$ cat src/rtl/olist_pkg.sv
// Shared types, codes and command/status bundles for the ordered list engine.
`default_nettype none

package olist_pkg;

   localparam int CAPACITY_DEF = 16;
   localparam int POS_W        = 5;
   localparam int VALUE_W      = 32;

   // Request kinds.
   localparam logic [2:0] KIND_INS_FRONT = 3'd0;
   localparam logic [2:0] KIND_INS_BACK  = 3'd1;
   localparam logic [2:0] KIND_INS_AFTER = 3'd2;
   localparam logic [2:0] KIND_DEL_FRONT = 3'd3;
   localparam logic [2:0] KIND_DEL_BACK  = 3'd4;
   localparam logic [2:0] KIND_DEL_AFTER = 3'd5;
   localparam logic [2:0] KIND_COUNT     = 3'd6;
   localparam logic [2:0] KIND_SEARCH    = 3'd7;

   // Result status codes.
   localparam logic [2:0] ST_OK        = 3'd0;
   localparam logic [2:0] ST_EMPTY     = 3'd1;
   localparam logic [2:0] ST_BAD_POS   = 3'd2;
   localparam logic [2:0] ST_FULL      = 3'd3;
   localparam logic [2:0] ST_NOT_FOUND = 3'd4;

   typedef enum logic [2:0] {
      OP_INSERT,
      OP_DELETE,
      OP_DEL_BACK,
      OP_COUNT,
      OP_SEARCH,
      OP_READ
   } olist_op_type;

   typedef struct packed {
      logic [2:0]                kind;
      logic                      read_all;
      logic signed [VALUE_W-1:0] value;
      logic [POS_W-1:0]          position;
   } olist_req_type;

   typedef struct packed {
      logic [2:0]                status;
      logic signed [VALUE_W-1:0] item_value;
      logic [POS_W-1:0]          item_position;
      logic [POS_W-1:0]          entry_count;
      logic                      last;
   } olist_rsp_type;

   // Controller to datapath.
   typedef struct packed {
      logic req_load;   // latch the request word
      logic idx_init;   // start the walk index for this operation
      logic idx_step;   // advance the walk index (down for insert, up otherwise)
      logic mem_rd;     // read the entry the walk points at
      logic wr_shift;   // write the entry just read one place over
      logic wr_new;     // write the new value into the opened gap
      logic fin_load;   // load the single closing result, commit fill
      logic item_load;  // load one read-out result
   } olist_cmd_type;

   // Datapath to controller.
   typedef struct packed {
      olist_op_type op;
      logic         err;
      logic         more;
      logic         match;
      logic         last_item;
      logic         rsp_free;
   } olist_stat_type;

endpackage

`default_nettype wire

$ cat src/rtl/olist_datapath.sv
// Datapath of the ordered list engine: entry memory, fill count, walk index, result register.
`default_nettype none

module olist_datapath #(
   parameter int CAPACITY = olist_pkg::CAPACITY_DEF
) (
   input  logic                     clock,
   input  logic                     reset,
   input  olist_pkg::olist_req_type req_data,
   input  olist_pkg::olist_cmd_type cmd,
   output olist_pkg::olist_stat_type stat,
   output logic                     rsp_valid,
   input  logic                     rsp_ready,
   output olist_pkg::olist_rsp_type rsp_data
);
   import olist_pkg::*;

   localparam int CntW  = $clog2(CAPACITY + 1);
   localparam int AddrW = $clog2(CAPACITY);
   localparam int CmpW  = (CntW > POS_W) ? CntW : POS_W;

   logic signed [VALUE_W-1:0] entry_mem_ff [CAPACITY];
   logic signed [VALUE_W-1:0] rd_data_ff;

   olist_req_type  req_ff;
   olist_rsp_type  rsp_ff, rsp_in;
   logic           rsp_valid_ff, rsp_valid_in;
   logic [CntW-1:0] fill_ff, fill_in;
   logic [CntW-1:0] idx_ff, idx_in;
   logic [CntW-1:0] idx_plus, idx_minus, at_idx, fill_nxt;
   logic [CmpW-1:0] pos_ext, fill_ext;
   logic            full, empty, found, rsp_free;
   logic [2:0]      err_st, fin_st;
   olist_op_type    op;
   logic [AddrW-1:0] rd_addr, wr_addr;
   logic signed [VALUE_W-1:0] wr_data;
   logic            wr_en;

   assign idx_plus  = idx_ff + CntW'(1);
   assign idx_minus = idx_ff - CntW'(1);
   assign pos_ext   = CmpW'(req_ff.position);
   assign fill_ext  = CmpW'(fill_ff);
   assign full      = (fill_ff == CntW'(CAPACITY));
   assign empty     = (fill_ff == '0);
   assign found     = (idx_ff < fill_ff);
   assign rsp_free  = !rsp_valid_ff || rsp_ready;

   // Operation class and the error code that the current fill gives it.
   always_comb begin
      op     = OP_COUNT;
      err_st = ST_OK;
      at_idx = '0;
      if (req_ff.read_all) begin
         op = OP_READ;
         if (empty) err_st = ST_EMPTY;
      end else begin
         unique case (req_ff.kind)
            KIND_INS_FRONT: begin
               op = OP_INSERT;
               if (full) err_st = ST_FULL;
            end
            KIND_INS_BACK: begin
               op     = OP_INSERT;
               at_idx = fill_ff;
               if (full) err_st = ST_FULL;
            end
            KIND_INS_AFTER: begin
               op     = OP_INSERT;
               at_idx = CntW'(req_ff.position);
               if (pos_ext == '0 || pos_ext > fill_ext) err_st = ST_BAD_POS;
               else if (full) err_st = ST_FULL;
            end
            KIND_DEL_FRONT: begin
               op = OP_DELETE;
               if (empty) err_st = ST_EMPTY;
            end
            KIND_DEL_BACK: begin
               op = OP_DEL_BACK;
               if (empty) err_st = ST_EMPTY;
            end
            KIND_DEL_AFTER: begin
               op     = OP_DELETE;
               at_idx = CntW'(req_ff.position);
               if (pos_ext == '0 || pos_ext >= fill_ext) err_st = ST_BAD_POS;
            end
            KIND_COUNT: op = OP_COUNT;
            KIND_SEARCH: op = OP_SEARCH;
         endcase
      end
   end

   // Insert walks down from the tail, delete walks up from the gap, scans walk from the front.
   always_comb begin
      stat.op        = op;
      stat.err       = (err_st != ST_OK);
      stat.match     = (rd_data_ff == req_ff.value);
      stat.last_item = (idx_plus == fill_ff);
      stat.rsp_free  = rsp_free;
      case (op)
         OP_INSERT: stat.more = (idx_ff > at_idx);
         OP_DELETE: stat.more = (idx_plus < fill_ff);
         default:   stat.more = found;
      endcase
   end

   always_comb begin
      case (op)
         OP_INSERT: rd_addr = AddrW'(idx_minus);
         OP_DELETE: rd_addr = AddrW'(idx_plus);
         default:   rd_addr = AddrW'(idx_ff);
      endcase
      wr_en   = cmd.wr_shift || cmd.wr_new;
      wr_addr = cmd.wr_new ? AddrW'(at_idx) : AddrW'(idx_ff);
      wr_data = cmd.wr_new ? req_ff.value : rd_data_ff;
   end

   always_ff @(posedge clock) begin
      if (wr_en) entry_mem_ff[wr_addr] <= wr_data;
   end

   always_ff @(posedge clock) begin
      if (cmd.mem_rd) rd_data_ff <= entry_mem_ff[rd_addr];
   end

   // Fill after a successful operation.
   always_comb begin
      fill_nxt = fill_ff;
      if (err_st == ST_OK) begin
         case (op)
            OP_INSERT:              fill_nxt = fill_ff + CntW'(1);
            OP_DELETE, OP_DEL_BACK: fill_nxt = fill_ff - CntW'(1);
            default:                fill_nxt = fill_ff;
         endcase
      end
   end

   always_comb begin
      fin_st = err_st;
      if (op == OP_SEARCH) fin_st = found ? ST_OK : ST_NOT_FOUND;
   end

   always_comb begin
      fill_in      = cmd.fin_load ? fill_nxt : fill_ff;
      idx_in       = idx_ff;
      rsp_in       = rsp_ff;
      rsp_valid_in = rsp_valid_ff && !rsp_ready;
      if (cmd.idx_init) begin
         case (op)
            OP_INSERT: idx_in = fill_ff;
            OP_DELETE: idx_in = at_idx;
            default:   idx_in = '0;
         endcase
      end else if (cmd.idx_step) begin
         idx_in = (op == OP_INSERT) ? idx_minus : idx_plus;
      end
      if (cmd.fin_load) begin
         rsp_in.status        = fin_st;
         rsp_in.item_value    = '0;
         rsp_in.item_position = (op == OP_SEARCH && found) ? POS_W'(idx_plus) : '0;
         rsp_in.entry_count   = POS_W'(fill_nxt);
         rsp_in.last          = 1'b1;
         rsp_valid_in         = 1'b1;
      end else if (cmd.item_load) begin
         rsp_in.status        = ST_OK;
         rsp_in.item_value    = rd_data_ff;
         rsp_in.item_position = POS_W'(idx_plus);
         rsp_in.entry_count   = POS_W'(fill_ff);
         rsp_in.last          = stat.last_item;
         rsp_valid_in         = 1'b1;
      end
   end

   always_ff @(posedge clock) begin
      if (reset) begin
         fill_ff      <= '0;
         rsp_valid_ff <= 1'b0;
         req_ff       <= '0;
      end else begin
         fill_ff      <= fill_in;
         rsp_valid_ff <= rsp_valid_in;
         if (cmd.req_load) req_ff <= req_data;
      end
   end

   always_ff @(posedge clock) begin
      idx_ff <= idx_in;
      rsp_ff <= rsp_in;
   end

   assign rsp_valid = rsp_valid_ff;
   assign rsp_data  = rsp_ff;

endmodule

`default_nettype wire

$ cat src/rtl/olist_ctrl.sv
// Controller of the ordered list engine: sequences decode, entry moves, scans and results.
`default_nettype none

module olist_ctrl (
   input  logic                      clock,
   input  logic                      reset,
   input  logic                      req_valid,
   output logic                      req_ready,
   input  olist_pkg::olist_stat_type stat,
   output olist_pkg::olist_cmd_type  cmd
);
   import olist_pkg::*;

   typedef enum logic [2:0] {
      S_IDLE,
      S_DECIDE,
      S_LOOP,
      S_STEP,
      S_FIN
   } state_type;

   state_type state_ff, state_in;

   always_comb begin
      cmd       = '0;
      state_in  = state_ff;
      req_ready = (state_ff == S_IDLE);
      unique case (state_ff)
         S_IDLE: begin
            if (req_valid) begin
               cmd.req_load = 1'b1;
               state_in     = S_DECIDE;
            end
         end
         S_DECIDE: begin
            if (stat.err || stat.op == OP_COUNT || stat.op == OP_DEL_BACK) begin
               state_in = S_FIN;
            end else begin
               cmd.idx_init = 1'b1;
               state_in     = S_LOOP;
            end
         end
         S_LOOP: begin
            if (stat.more) begin
               cmd.mem_rd = 1'b1;
               state_in   = S_STEP;
            end else begin
               cmd.wr_new = (stat.op == OP_INSERT);
               state_in   = S_FIN;
            end
         end
         S_STEP: begin
            case (stat.op) inside
               OP_INSERT, OP_DELETE: begin
                  cmd.wr_shift = 1'b1;
                  cmd.idx_step = 1'b1;
                  state_in     = S_LOOP;
               end
               OP_SEARCH: begin
                  if (stat.match) begin
                     state_in = S_FIN;
                  end else begin
                     cmd.idx_step = 1'b1;
                     state_in     = S_LOOP;
                  end
               end
               OP_READ: begin
                  // The read data holds until the result register frees up.
                  if (stat.rsp_free) begin
                     cmd.item_load = 1'b1;
                     cmd.idx_step  = 1'b1;
                     state_in      = stat.last_item ? S_IDLE : S_LOOP;
                  end
               end
               default: state_in = S_IDLE;
            endcase
         end
         S_FIN: begin
            if (stat.rsp_free) begin
               cmd.fin_load = 1'b1;
               state_in     = S_IDLE;
            end
         end
      endcase
   end

   always_ff @(posedge clock) begin
      if (reset) state_ff <= S_IDLE;
      else state_ff <= state_in;
   end

endmodule

`default_nettype wire

$ cat src/rtl/ordered_list_engine_core.sv
// Ordered list engine: top level joining the controller and the datapath.
//
// A bounded ordered list of signed 32-bit words held in a CAPACITY-deep memory.
// The req channel takes one request word (insert, delete, count, search or
// read-out); the rsp channel returns its results, a single word with last set,
// or for a read-out one word per element, the final one marked last.
// One request is in service at a time; req_ready is high only when idle.
// Work from acceptance until the closing result is registered:
//   count, delete at the back, or any request that fails its check: decode only
//   other inserts and deletes: one move per element moved (memory has one read
//   and one write port, and each move is a read then a write)
//   search: one compare per element from the front, stopping at a match
//   read-out: one result word per element, from the front
// Results sit in an output register, so the next request is taken while the
// last result still waits. When the receiver stalls, the engine holds its
// work until the result register frees up. Reset empties the list and drops
// any pending result; the entry memory is not cleared.
`default_nettype none

module ordered_list_engine_core #(
   parameter int CAPACITY = olist_pkg::CAPACITY_DEF
) (
   input  logic                     clock,
   input  logic                     reset,
   input  logic                     req_valid,
   output logic                     req_ready,
   input  olist_pkg::olist_req_type req_data,
   output logic                     rsp_valid,
   input  logic                     rsp_ready,
   output olist_pkg::olist_rsp_type rsp_data
);
   import olist_pkg::*;

   olist_cmd_type  cmd;
   olist_stat_type stat;

   olist_ctrl u_ctrl (
      .clock     (clock),
      .reset     (reset),
      .req_valid (req_valid),
      .req_ready (req_ready),
      .stat      (stat),
      .cmd       (cmd)
   );

   olist_datapath #(
      .CAPACITY (CAPACITY)
   ) u_datapath (
      .clock     (clock),
      .reset     (reset),
      .req_data  (req_data),
      .cmd       (cmd),
      .stat      (stat),
      .rsp_valid (rsp_valid),
      .rsp_ready (rsp_ready),
      .rsp_data  (rsp_data)
   );

`ifndef ASSERT_OFF
   a_one_at_a_time: assert property (@(posedge clock) disable iff (reset)
      req_valid && req_ready |=> !req_ready)
      else $error("request taken while another was in service");

   a_fin_to_idle: assert property (@(posedge clock) disable iff (reset)
      cmd.fin_load |=> req_ready)
      else $error("engine not idle after its closing result");

   a_new_entry_ok: assert property (@(posedge clock) disable iff (reset)
      cmd.wr_new |-> !stat.err && stat.op == OP_INSERT)
      else $error("new entry written for a failed or non-insert request");

   a_item_only_readout: assert property (@(posedge clock) disable iff (reset)
      cmd.item_load |-> stat.op == OP_READ && stat.rsp_free)
      else $error("read-out word loaded outside a read-out");
`endif

endmodule

`default_nettype wire

$ cat config.mk
export PLATFORM = sky130hd
export DESIGN_NAME = ordered_list_engine_core
export DESIGN_NICKNAME = d
export VERILOG_FILES = /design/src/rtl/olist_pkg.sv /design/src/rtl/olist_datapath.sv /design/src/rtl/olist_ctrl.sv /design/src/rtl/ordered_list_engine_core.sv
export SDC_FILE = /design/constraint.sdc
export NUM_CORES = 1
export LEC_CHECK = 0
export BUFFER_PORTS_ARGS = -buffer_cell sky130_fd_sc_hd__clkbuf_2
export CORE_MARGIN = 2
export CORE_UTILIZATION = 65
export CTS_CLUSTER_SIZE = 28
export DETAILED_ROUTE_END_ITERATION = 10
export GPL_TIMING_DRIVEN = 0
export PLACE_DENSITY = 0.84
export SLEW_MARGIN = 40
export SYNTH_ARGS = -nofsm -noshare
export SYNTH_HDL_FRONTEND = slang
export SYNTH_HIERARCHICAL = 1
export SYNTH_SLANG_ARGS = --single-unit
$ cat constraint.sdc
create_clock -name clock -period 9.32 [get_ports clock]
set_input_delay 1.864 -clock clock [delete_from_list [all_inputs] [get_ports clock]]
set_output_delay 1.864 -clock clock [all_outputs]
set_load 0.1 [all_outputs]
==> impl_metrics.ini, run 1 <==
[layout]
drive_gt1_share_pct = 27.4
fin_cells = 2238
multi_input_area_um2 = 7260
final_nets = 1735
nFillCells = 2082
layout_common_cells = edfxtp_1 (562), mux4_2 (128), nor2_1 (101), clkbuf_2 (99), mux2i_1 (86)
area_growth_pct = 15.4
mostFrequentLayoutCell = edfxtp_1
seqCellArea_um2 = 18500
diodes = 0

[timing]
maxSlewHeadroom_pct = 39.4
setup_viol = 0
final.period_utilization_pct = 66.7
holdWs_ns = 0.502
rsz0062_at_grt = no
finalMaxSlewViolations = 0
fin_crit_ns = 6.21
fmax_mhz = 161
worstMarginPinSlew_ns = 0.909
worst_slack_ns = 3.11
setup_tns_ns = 0
hold_viol = 0
finClkSkew_ns = 0.0229

[critical_path]
timing.rr.start = u_datapath/req_ff[39]$_SDFFE_PP0P_
r2r-end = u_datapath/entry_mem_ff[5][20]$_DFFE_PP_
required_ns = 9.63
reg2reg_slack_ns = 3.11
cp_common_cell = o21a_1
rr_worst_depth = 20
endpoint_kind = flip-flop
cp_max_fo = 13
worstPathCellList = buf_4 > nor3b_1 > a2bb2oi_1 > nor2_1 > inv_1 > ha_1 > nor2b_1 > o21a_1 > o21a_1 > o21a_1 > o221ai_1 > o211ai_1 > nor4_1 > clkbuf_1 > buf_1 > mux2i_1 > nand2_1 > nor2_4 > buf_16 > buf_16
critPathBufInv = 6
critPathArrivalTime_ns = 6.53
worstSetupPathType = reg2reg
crit_family = simple AND/OR/NAND/NOR gates
cp-start-kind = flip-flop
slowest_stage = buf_1
slowest_delay_ns = 0.64

[detailed_routing]
num_vias = 15185
ant_nets = 0
drc_errors = 0
drt_wl_total_mm = 67.8
firstDrtPassIters = 6
vias_per_cell = 6.79
wire_per_inst_um = 30.3
drtIter0Drc = 1991

[clock_tree]
clk-insertion-delay-late_ns = 0.63
clkTransAtPathRegs_ns = 0.06
clock_sinks = 645
tritoncts = built
cts_hold_buf = 0
cts-root-buf = clkbuf_16
post_cts_buffers = 0
cts_buffer_depth = 3
cts_resized = 0
htreeDepth = 2
cts_buffers = 60

[min_path]
hold_depth = 2
min_to = u_datapath/rsp_data[38]$_SDFFE_PP0P_
hp-class = reg2reg
hold_path_startpoint = u_datapath/rsp_data[38]$_SDFFE_PP0P_

[global_routing]
antenna_found_initial = 0
overflow = 0
grt_max_degree = 17
track_usage_pct = 33.2
first_global_vias = 15380
grt_pass1_wl_mm = 99.2

[floorplan]
core_area_um2 = 39700
rows = 73
die_h_um = 205
floorplan.initialDensity_pct = 65.9
ioPinCount = 93
die_area_um2 = 41900
die_w_um = 205

[placement]
hpwlAfterDp_mm = 43.7
place_inst = 2127
routabilityCongestion = 0.897
io_buffers = 92
place_ws_ns = 3.39

[synthesis]
yosys_warnings = 6
syn_nets = 1543
ys_ff_latch = 645
synth-async-reset-ratio_pct = 0
ys_types = 69
syn_inst = 1472
yosysSeqAreaShare_pct = 70.8
syn_area_um2 = 26200
synth.avg_cell_area_um2 = 17.8
synth-edff-count = 562
ys.flop_type = edfxtp_1

[pwr]
p_leak_nw = 10.3
irDropWorstVdd_v = 0.000166
p_per_area_nw_per_um2 = 221

[flow_run]
cap_viol_max_count = 0

[run_status]
status = complete, no violations
## how the worst max path moves through the flow
stage | from | endpoint | slack, ns | cells after the start
after floorplan | u_datapath/req_ff[40]$_SDFFE_PP0P_ | u_datapath/entry_mem_ff[1][0]$_DFFE_PP_ | 3.90 | 19
after global placement | u_datapath/req_ff[40]$_SDFFE_PP0P_ | u_ctrl/state_ff[1]$_SDFFE_PP0P_ | 1.26 | 16
after detailed placement | u_datapath/req_ff[40]$_SDFFE_PP0P_ | u_datapath/entry_mem_ff[7][15]$_DFFE_PP_ | 3.39 | 21
after CTS | u_datapath/req_ff[40]$_SDFFE_PP0P_ | u_datapath/entry_mem_ff[7][21]$_DFFE_PP_ | 3.31 | 21
after global routing | u_datapath/req_ff[39]$_SDFFE_PP0P_ | u_datapath/entry_mem_ff[7][21]$_DFFE_PP_ | 2.87 | 20
final | u_datapath/req_ff[39]$_SDFFE_PP0P_ | u_datapath/entry_mem_ff[5][20]$_DFFE_PP_ | 3.11 | 20
## registers in the layout, summed over array words and instances (netlist names)
register                 flops
u_datapath/entry_mem_ff    512
u_datapath/rsp_data         46
u_datapath/req_ff           36
u_datapath/rd_data_ff       32
u_datapath/fill_ext          5
u_datapath/idx_ff            5
u_datapath/pos_ext           5
u_ctrl/state_ff              3
u_datapath/rsp_valid         1
## routing by layer
metal / global-route usage (%) / part of all wire (%)
met3: 6.95 / 11
met5: 0 / 0
met4: 16.2 / 5.2
met1: 43.1 / 35
met2: 54.1 / 49
## worst reg2reg max path: cells and delay by family (launching register included)
kind	cells	cell delay, ns
and+or+nand+nor	6	2.04
buffers and inverters	6	1.69
AOI/OAI and AO/OA	6	1.08
DFF	1	0.42
muxes	1	0.36
adders and majority gates	1	0.31
## area by class of cell
type                            instances  area share, %
Tap cell                              525           2.18
Sequential cell                       645           61.4
Clock buffer                           83           5.66
Inverter                               29          0.361
Multi-Input combinational cell        719           24.1
Timing Repair Buffer                  130           4.04
Clock inverter                         28          0.978
Buffer                                 79           1.32
## cells by family (layout without fill, tap and decap cells)
family          count (synthesis)  count (layout)  share of synthesized area, %
fa+ha+maj                      26              26                          1.27
buf+inv                       108             349                          1.90
compound gates                156             156                          4.38
mux                           249             249                          15.8
flops                         645             645                          70.8
xor+xnor                       45              45                          1.51
simple gates                  243             243                          4.28
## per-stage QoR
step | cell area (um2) | power (W) | util [%]
2_1_floorplan | 26200 | 0.00394 | -
3_3_place_gp | 27300 | 0.00418 | 68.7
3_5_place_dp | 28200 | 0.00423 | 70.9
4_1_cts | 30200 | 0.00669 | 76.0
5_1_grt | 30200 | 0.00686 | 76.0
6_report | 30200 | 0.00669 | 76.0
## where the power goes
part	internal, W	switching, W	leakage, nW
clock	0.00144	0.00105	0.988
sequential	0.00316	0.0000291	5.74
combinational	0.000412	0.000600	3.57
## Yosys cell counts, types with 5 or more instances
library cell,instances,area share (%)
edfxtp_1,562,64
mux4_2,128,11
nor2_1,117,1.7
mux2i_1,86,3.3
dfxtp_1,83,6.3
a22oi_1,66,1.9
nand2_1,59,0.85
xor2_1,38,1.3
mux2_2,35,1.5
inv_1,28,0.40
buf_2,25,0.48
ha_1,25,1.2
clkbuf_1,24,0.34
a21oi_1,20,0.38
buf_1,15,0.22
buf_4,14,0.40
o21ai_0,11,0.21
nor4_1,10,0.24
nand3_1,8,0.15
nor2b_1,8,0.19
xnor2_1,7,0.23
a221oi_1,5,0.17
a31oi_1,5,0.12
nand2b_1,5,0.12
o21a_1,5,0.14
Power figures use the tool's default switching activity.
==> inputs of run 2 (changes only) <==
--- a/config.mk
+++ b/config.mk
@@ -5,13 +5,14 @@
 export SDC_FILE = /design/constraint.sdc
 export NUM_CORES = 1
 export LEC_CHECK = 0
+export ABC_AREA = 1
 export BUFFER_PORTS_ARGS = -buffer_cell sky130_fd_sc_hd__clkbuf_2
 export CORE_MARGIN = 2
-export CORE_UTILIZATION = 65
+export CORE_UTILIZATION = 62
 export CTS_CLUSTER_SIZE = 28
 export DETAILED_ROUTE_END_ITERATION = 10
 export GPL_TIMING_DRIVEN = 0
-export PLACE_DENSITY = 0.84
+export PLACE_DENSITY = 0.81
 export SLEW_MARGIN = 40
 export SYNTH_ARGS = -nofsm -noshare
 export SYNTH_HDL_FRONTEND = slang
==> constraint.sdc (replaced) <==
create_clock -name clock -period 6.4 [get_ports clock]
set_input_delay 1.28 -clock clock [delete_from_list [all_inputs] [get_ports clock]]
set_output_delay 1.28 -clock clock [all_outputs]
set_load 0.1 [all_outputs]
==> run 2 against run 1 <==
Net effect: clock power rose by 49%; sequential share of layout area fell by 2.8 points; via count rose by 30%; synthesized area rose by 5.0%; global-route usage fell by 0.38 points; first-iteration DRC count rose by 42%; power rose to 2.6 times the previous value; fmax rose by 9.3%; non-clock buffer count rose by 72; sequential power rose by 63%; worst hold slack got worse by 0.040 ns; highest routed layer is now met5.
==> impl_metrics.ini, run 2 <==
[clock_tree]
cts_resized = 0
htreeDepth = 3
tritoncts = built
clk-insertion-delay-late_ns = 0.61
cts_hold_buf = 0
cts_buffers = 66
cts_buffer_depth = 3
clkTransAtPathRegs_ns = 0.06
cts-root-buf = clkbuf_16
clock_sinks = 645
post_cts_buffers = 0

[global_routing]
antenna_found_initial = 2
grt_pass1_wl_mm = 113
overflow = 0
track_usage_pct = 32.8
first_global_vias = 19353
grt_max_degree = 22

[critical_path]
critPathBufInv = 6
worstSetupPathType = reg2reg
timing.rr.start = u_datapath/idx_ff[2]$_DFFE_PP_
endpoint_kind = flip-flop
cp_max_fo = 18
critPathArrivalTime_ns = 5.97
cp_common_cell = nand2_1
worstPathCellList = clkbuf_1 > nand3_1 > xor2_1 > inv_1 > ha_1 > nand2_1 > nor2_1 > nand2_1 > o2111ai_1 > o221ai_1 > inv_1 > nand2_1 > nor3_1 > clkbuf_1 > clkbuf_1 > nand2_1 > nand2_1 > nand3_1 > nor2_4 > buf_8
r2r-end = u_datapath/entry_mem_ff[13][23]$_DFFE_PP_
slowest_stage = nor2_4
rr_worst_depth = 20
reg2reg_slack_ns = 0.71
slowest_delay_ns = 0.66
required_ns = 6.69
cp-start-kind = flip-flop
crit_family = simple AND/OR/NAND/NOR gates

[floorplan]
floorplan.initialDensity_pct = 62.4
ioPinCount = 93
core_area_um2 = 44000
die_w_um = 215
rows = 77
die_h_um = 215
die_area_um2 = 46000

[layout]
mostFrequentLayoutCell = edfxtp_1
layout_common_cells = edfxtp_1 (562), nand2_1 (474), nand3_1 (218), nor2_1 (196), o211ai_1 (105)
drive_gt1_share_pct = 19.8
largest_reg_flops = 512
area_growth_pct = 15.0
regMostFlops = u_datapath/entry_mem_ff
fin_cells = 3235
final_nets = 2662

[synthesis]
netlist.area_leader.share_pct = 61.4
synth-async-reset-ratio_pct = 0
syn_area_um2 = 27500
syn_nets = 2449
synth.area.top_cells = edfxtp_1 (61%), nand2_1 (6.5%), dfxtp_1 (6.0%), nand3_1 (4.0%), nor2_1 (2.9%)
ys.flop_type = edfxtp_1
yosysSeqAreaShare_pct = 67.4
yosys_warnings = 6
ys_types = 50
synth_common_cells = edfxtp_1 (562), nand2_1 (474), nand3_1 (218)
ys_ff_latch = 645
yosysMostFrequentCell = edfxtp_1
syn_inst = 2378
synth.avg_cell_area_um2 = 11.6
synth_top_area_cell = edfxtp_1
synth-edff-count = 562

[timing]
rsz0062_at_grt = no
finClkSkew_ns = 0.0217
finalMaxSlewViolations = 0
maxSlewHeadroom_pct = 43.8
worstMarginPinSlew_ns = 0.843
holdWs_ns = 0.462
fmax_mhz = 176
setup_viol = 0
worst_slack_ns = 0.715
hold_viol = 0
final.period_utilization_pct = 88.8
fin_crit_ns = 5.69

[run_status]
status = complete, no violations

[pwr]
p_per_area_nw_per_um2 = 550
p_leak_nw = 11.5
irDropWorstVdd_v = 0.000356

[detailed_routing]
firstDrtPassIters = 6
drc_errors = 0
ant_nets = 0
vias_per_cell = 6.09
num_vias = 19689
drtIter0Drc = 2823
drt_wl_total_mm = 75.4
wire_per_inst_um = 23.3

[flow_run]
cap_viol_max_count = 0

[placement]
routabilityCongestion = 0.939
hpwlAfterDp_mm = 54.0
place_inst = 3115
place_ws_ns = 0.875
io_buffers = 92

[min_path]
hold_depth = 2
hp-class = reg2reg
min_to = u_datapath/rsp_data[30]$_SDFFE_PP0P_
hold_path_startpoint = u_datapath/rsp_data[30]$_SDFFE_PP0P_
## run 2: changes by cell type in the layout (fill, tap and decap cells not counted), moves of 69 or more
cell      delta
nor2_1      +95
o21ai_0     +69
nand3_1    +210
o211ai_1   +101
mux2i_1     -86
nand2_1    +415
mux4_2     -128
or2_2       +83
## run 2: stage by stage
stage,utilization (%),TNS (ns),power (W),area (um2)
4_1_cts,71.8,0,0.0171,31600
5_1_grt,71.8,0,0.0181,31600
6_report,71.8,0,0.0174,31600
2_1_floorplan,-,0,0.0106,27500
3_3_place_gp,65.2,-109.46,0.0130,28700
3_5_place_dp,67.1,0,0.0134,29500
## run 2: kinds of logic (layout without fill, tap and decap cells)
kind of cell               count (synthesis)  after routing  share of synthesized area, %
other                                      0              2                             0
adders and majority gates                 26             26                          1.21
AOI/OAI and AO/OA                        372            372                          8.95
buffers and inverters                    242            505                          4.34
and+or+nand+nor                         1067           1067                          17.2
DFF                                      645            645                          67.4
xor gates and xnor gates                  26             26                         0.828
## run 2: routing by layer
metal / vias to the layer above / track usage [%] / routed length [um]
li1: 8832 / - / -
met4: 4 / 14.5 / 2990
met1: 9389 / 43.1 / 28100
met5: - / 0 / 24
met3: 205 / 7.29 / 8410
met2: 1259 / 53.1 / 35900
## run 2: worst reg2reg max path, cell delays in order (launching register included)
cell	delay [ns]
edfxtp_1	0.42
clkbuf_1	0.37
nand3_1	0.15
xor2_1	0.19
inv_1	0.11
ha_1	0.32
nand2_1	0.06
nor2_1	0.12
nand2_1	0.08
o2111ai_1	0.21
o221ai_1	0.24
inv_1	0.18
nand2_1	0.10
nor3_1	0.12
clkbuf_1	0.37
clkbuf_1	0.61
nand2_1	0.11
nand2_1	0.24
nand3_1	0.40
nor2_4	0.66
buf_8	0.28
## run 2: layout make-up
type | count | area, um2
flip-flops and latches | 645 | 18500
fillers | 2850 | 12400
multi-input cells | 1491 | 8000
clock buffers | 89 | 1800
repair buffers | 145 | 1060
plain buffers | 136 | 792
well taps | 592 | 741
inverters | 106 | 400
clock inverters | 29 | 278
diodes | 2 | 5.00
## run 2: report_power, final
| group | switching (W) | leakage (nW) | internal (W) |
|---|---|---|---|
| logic | 0.00600 | 4.80 | 0.00247 |
| registers | 0.000169 | 5.73 | 0.00504 |
| clock network | 0.00155 | 1.01 | 0.00215 |
## run 2: worst max path at each step
stage                                         from                                   endpoint  slack, ns  cells past startpoint
global route        u_datapath/idx_ff[2]$_DFFE_PP_   u_datapath/entry_mem_ff[8][21]$_DFFE_PP_       0.31                     20
detailed placement  u_datapath/idx_ff[0]$_DFFE_PP_  u_datapath/entry_mem_ff[13][24]$_DFFE_PP_       0.88                     20
finish              u_datapath/idx_ff[2]$_DFFE_PP_  u_datapath/entry_mem_ff[13][23]$_DFFE_PP_       0.71                     20
CTS                 u_datapath/idx_ff[0]$_DFFE_PP_  u_datapath/entry_mem_ff[13][23]$_DFFE_PP_       0.83                     20
floorplan           u_datapath/idx_ff[0]$_DFFE_PP_    u_datapath/entry_mem_ff[0][0]$_DFFE_PP_       1.61                     19
global placement    u_datapath/idx_ff[2]$_DFFE_PP_   u_datapath/entry_mem_ff[9][23]$_DFFE_PP_      -0.45                     19
==> inputs of run 3 (changes only) <==
--- a/config.mk
+++ b/config.mk
@@ -5,7 +5,7 @@
 export SDC_FILE = /design/constraint.sdc
 export NUM_CORES = 1
 export LEC_CHECK = 0
-export ABC_AREA = 1
+export ABC_AREA = 0
 export BUFFER_PORTS_ARGS = -buffer_cell sky130_fd_sc_hd__clkbuf_2
 export CORE_MARGIN = 2
 export CORE_UTILIZATION = 62
==> run 3 against run 2 <==
Net effect: sequential power decreased by 11%; fmax shrank 4.1%; utilization up 0.51 points; non-clock buffer count down 65; global-route usage down 2.1 points; first-iteration DRC count decreased by 35%; critical path depth increased by 1; clock power is 3% lower; sequential share of layout area up 2.8 points; power fell by 44%; register-to-register slack lost 0.24 ns; setup slack worse by 0.24 ns.
==> impl_metrics.ini, run 3 (synthesis results as in run 1) <==
[timing]
fmax_mhz = 169
hold_viol = 0
finalMaxSlewViolations = 0
worst_slack_ns = 0.473
finClkSkew_ns = 0.0271
fin_crit_ns = 5.93
rsz0062_at_grt = no
worstMarginPinSlew_ns = 0.934
setup_viol = 0
maxSlewHeadroom_pct = 37.8
final.period_utilization_pct = 92.6

[critical_path]
cp_max_fo = 10
critPathArrivalTime_ns = 6.25
worstSetupPathType = reg2reg
reg2reg_slack_ns = 0.47
required_ns = 6.73
endpoint_kind = flip-flop
cp-start-kind = flip-flop

[layout]
fin_cells = 2262
mostFrequentLayoutCell = edfxtp_1
largest_reg_flops = 512
diodes = 0
area_growth_pct = 15.4
layout_common_cells = edfxtp_1 (562), mux4_2 (128), nor2_1 (101), clkbuf_2 (99), mux2i_1 (86)
drive_gt1_share_pct = 27.7
final_nets = 1742
regMostFlops = u_datapath/entry_mem_ff

[floorplan]
ioPinCount = 93
die_h_um = 209
core_area_um2 = 41800
die_area_um2 = 43900
die_w_um = 209
floorplan.initialDensity_pct = 62.7
rows = 75

[placement]
routabilityCongestion = 0.894
hpwlAfterDp_mm = 43.1
io_buffers = 92
place_inst = 2148
place_ws_ns = 0.348

[global_routing]
antenna_found_initial = 0
overflow = 0
grt_pass1_wl_mm = 97.4
track_usage_pct = 30.7
first_global_vias = 15272
grt_max_degree = 17

[run_status]
status = complete, no violations

[pwr]
p_leak_nw = 10.3
irDropWorstVdd_v = 0.000267
p_per_area_nw_per_um2 = 320

[clock_tree]
cts_buffer_depth = 3
htreeDepth = 2
cts-root-buf = clkbuf_16
cts_buffers = 60
tritoncts = built
clock_sinks = 645
post_cts_buffers = 0
cts_resized = 0
clkTransAtPathRegs_ns = 0.06
cts_hold_buf = 0
clk-insertion-delay-late_ns = 0.64

[detailed_routing]
firstDrtPassIters = 7
vias_per_cell = 6.63
drc_errors = 0
wire_per_inst_um = 29.2
drtIter0Drc = 1845
ant_nets = 0
drt_wl_total_mm = 66.0
num_vias = 14998

[min_path]
hp-class = reg2reg

[flow_run]
cap_viol_max_count = 0
run 3: cell count changes in the layout (fill, tap and decap cells not counted), moves of 67 or more:
cell and change:
mux4_2 +128, inv_1 -67, mux2i_1 +86, or2_2 -83, nand2_1 -415, nand3_1 -210
nor2_1 -95, o21ai_0 -69, o211ai_1 -101
run 3: area by class of cell:
| class | instances | area [um2] |
|---|---|---|
| flip-flops and latches | 645 | 18500 |
| clock inverters | 40 | 379 |
| multi-input cells | 719 | 7260 |
| fillers | 2391 | 11600 |
| repair buffers | 137 | 1230 |
| plain buffers | 79 | 402 |
| clock buffers | 74 | 1610 |
| well taps | 539 | 674 |
| inverters | 29 | 109 |
run 3: through the flow:
step           hold slack [ns]  setup TNS (ns)  instance area, um2  utilization [%]  power [W]
2_1_floorplan            0.498               0               26200                -    0.00574
3_3_place_gp             0.472         -708.23               27300             65.4    0.00610
3_5_place_dp             0.480               0               28200             67.5    0.00615
4_1_cts                  0.499               0               30200             72.3    0.00970
5_1_grt                  0.527               0               30200             72.3    0.00994
6_report                 0.496               0               30200             72.3    0.00968
run 3: worst max-delay path: stages (launching register included):
cell and delay (ns):
dfxtp_1 0.41, buf_4 0.21, nor3b_1 0.56, a2bb2oi_1 0.14, nor2_1 0.33, inv_1 0.09
ha_1 0.30, nor2b_1 0.13, o21a_1 0.16, o21a_1 0.17, o21a_1 0.16, o221ai_1 0.19
o211ai_1 0.19, nor4_1 0.27, clkbuf_1 0.29, clkbuf_2 0.38, mux2i_1 0.32, nand2_1 0.30
nor2_4 0.41, buf_8 0.22, buf_8 0.17, buf_8 0.19
run 3: metal layers:
metal  GRT usage [%]  wire length [um]  vias up
li1                -                 -     6257
met3            6.51              6610      185
met5               0                 0        -
met1            40.2             24200     7604
met4            15.5              3090        0
met2            49.6             32200      952
run 3: path summary, 6_finish.rpt:
kind	from	cells past startpoint	to
worst min register to register	u_datapath/rsp_data[22]$_SDFFE_PP0P_	2	u_datapath/rsp_data[22]$_SDFFE_PP0P_
worst max-delay path	u_datapath/req_ff[39]$_SDFFE_PP0P_	21	u_datapath/entry_mem_ff[15][13]$_DFFE_PP_
worst min-delay path	u_datapath/rsp_data[22]$_SDFFE_PP0P_	2	u_datapath/rsp_data[22]$_SDFFE_PP0P_
worst max register to register	u_datapath/req_ff[39]$_SDFFE_PP0P_	21	u_datapath/entry_mem_ff[15][13]$_DFFE_PP_
run 3: where the power goes:
group | internal (W) | leakage (nW) | switching (W)
clock | 0.00203 | 0.978 | 0.00155
sequential | 0.00460 | 5.74 | 0.0000422
combinational | 0.000600 | 3.59 | 0.000860
total | 0.00722 | 10.3 | 0.00245
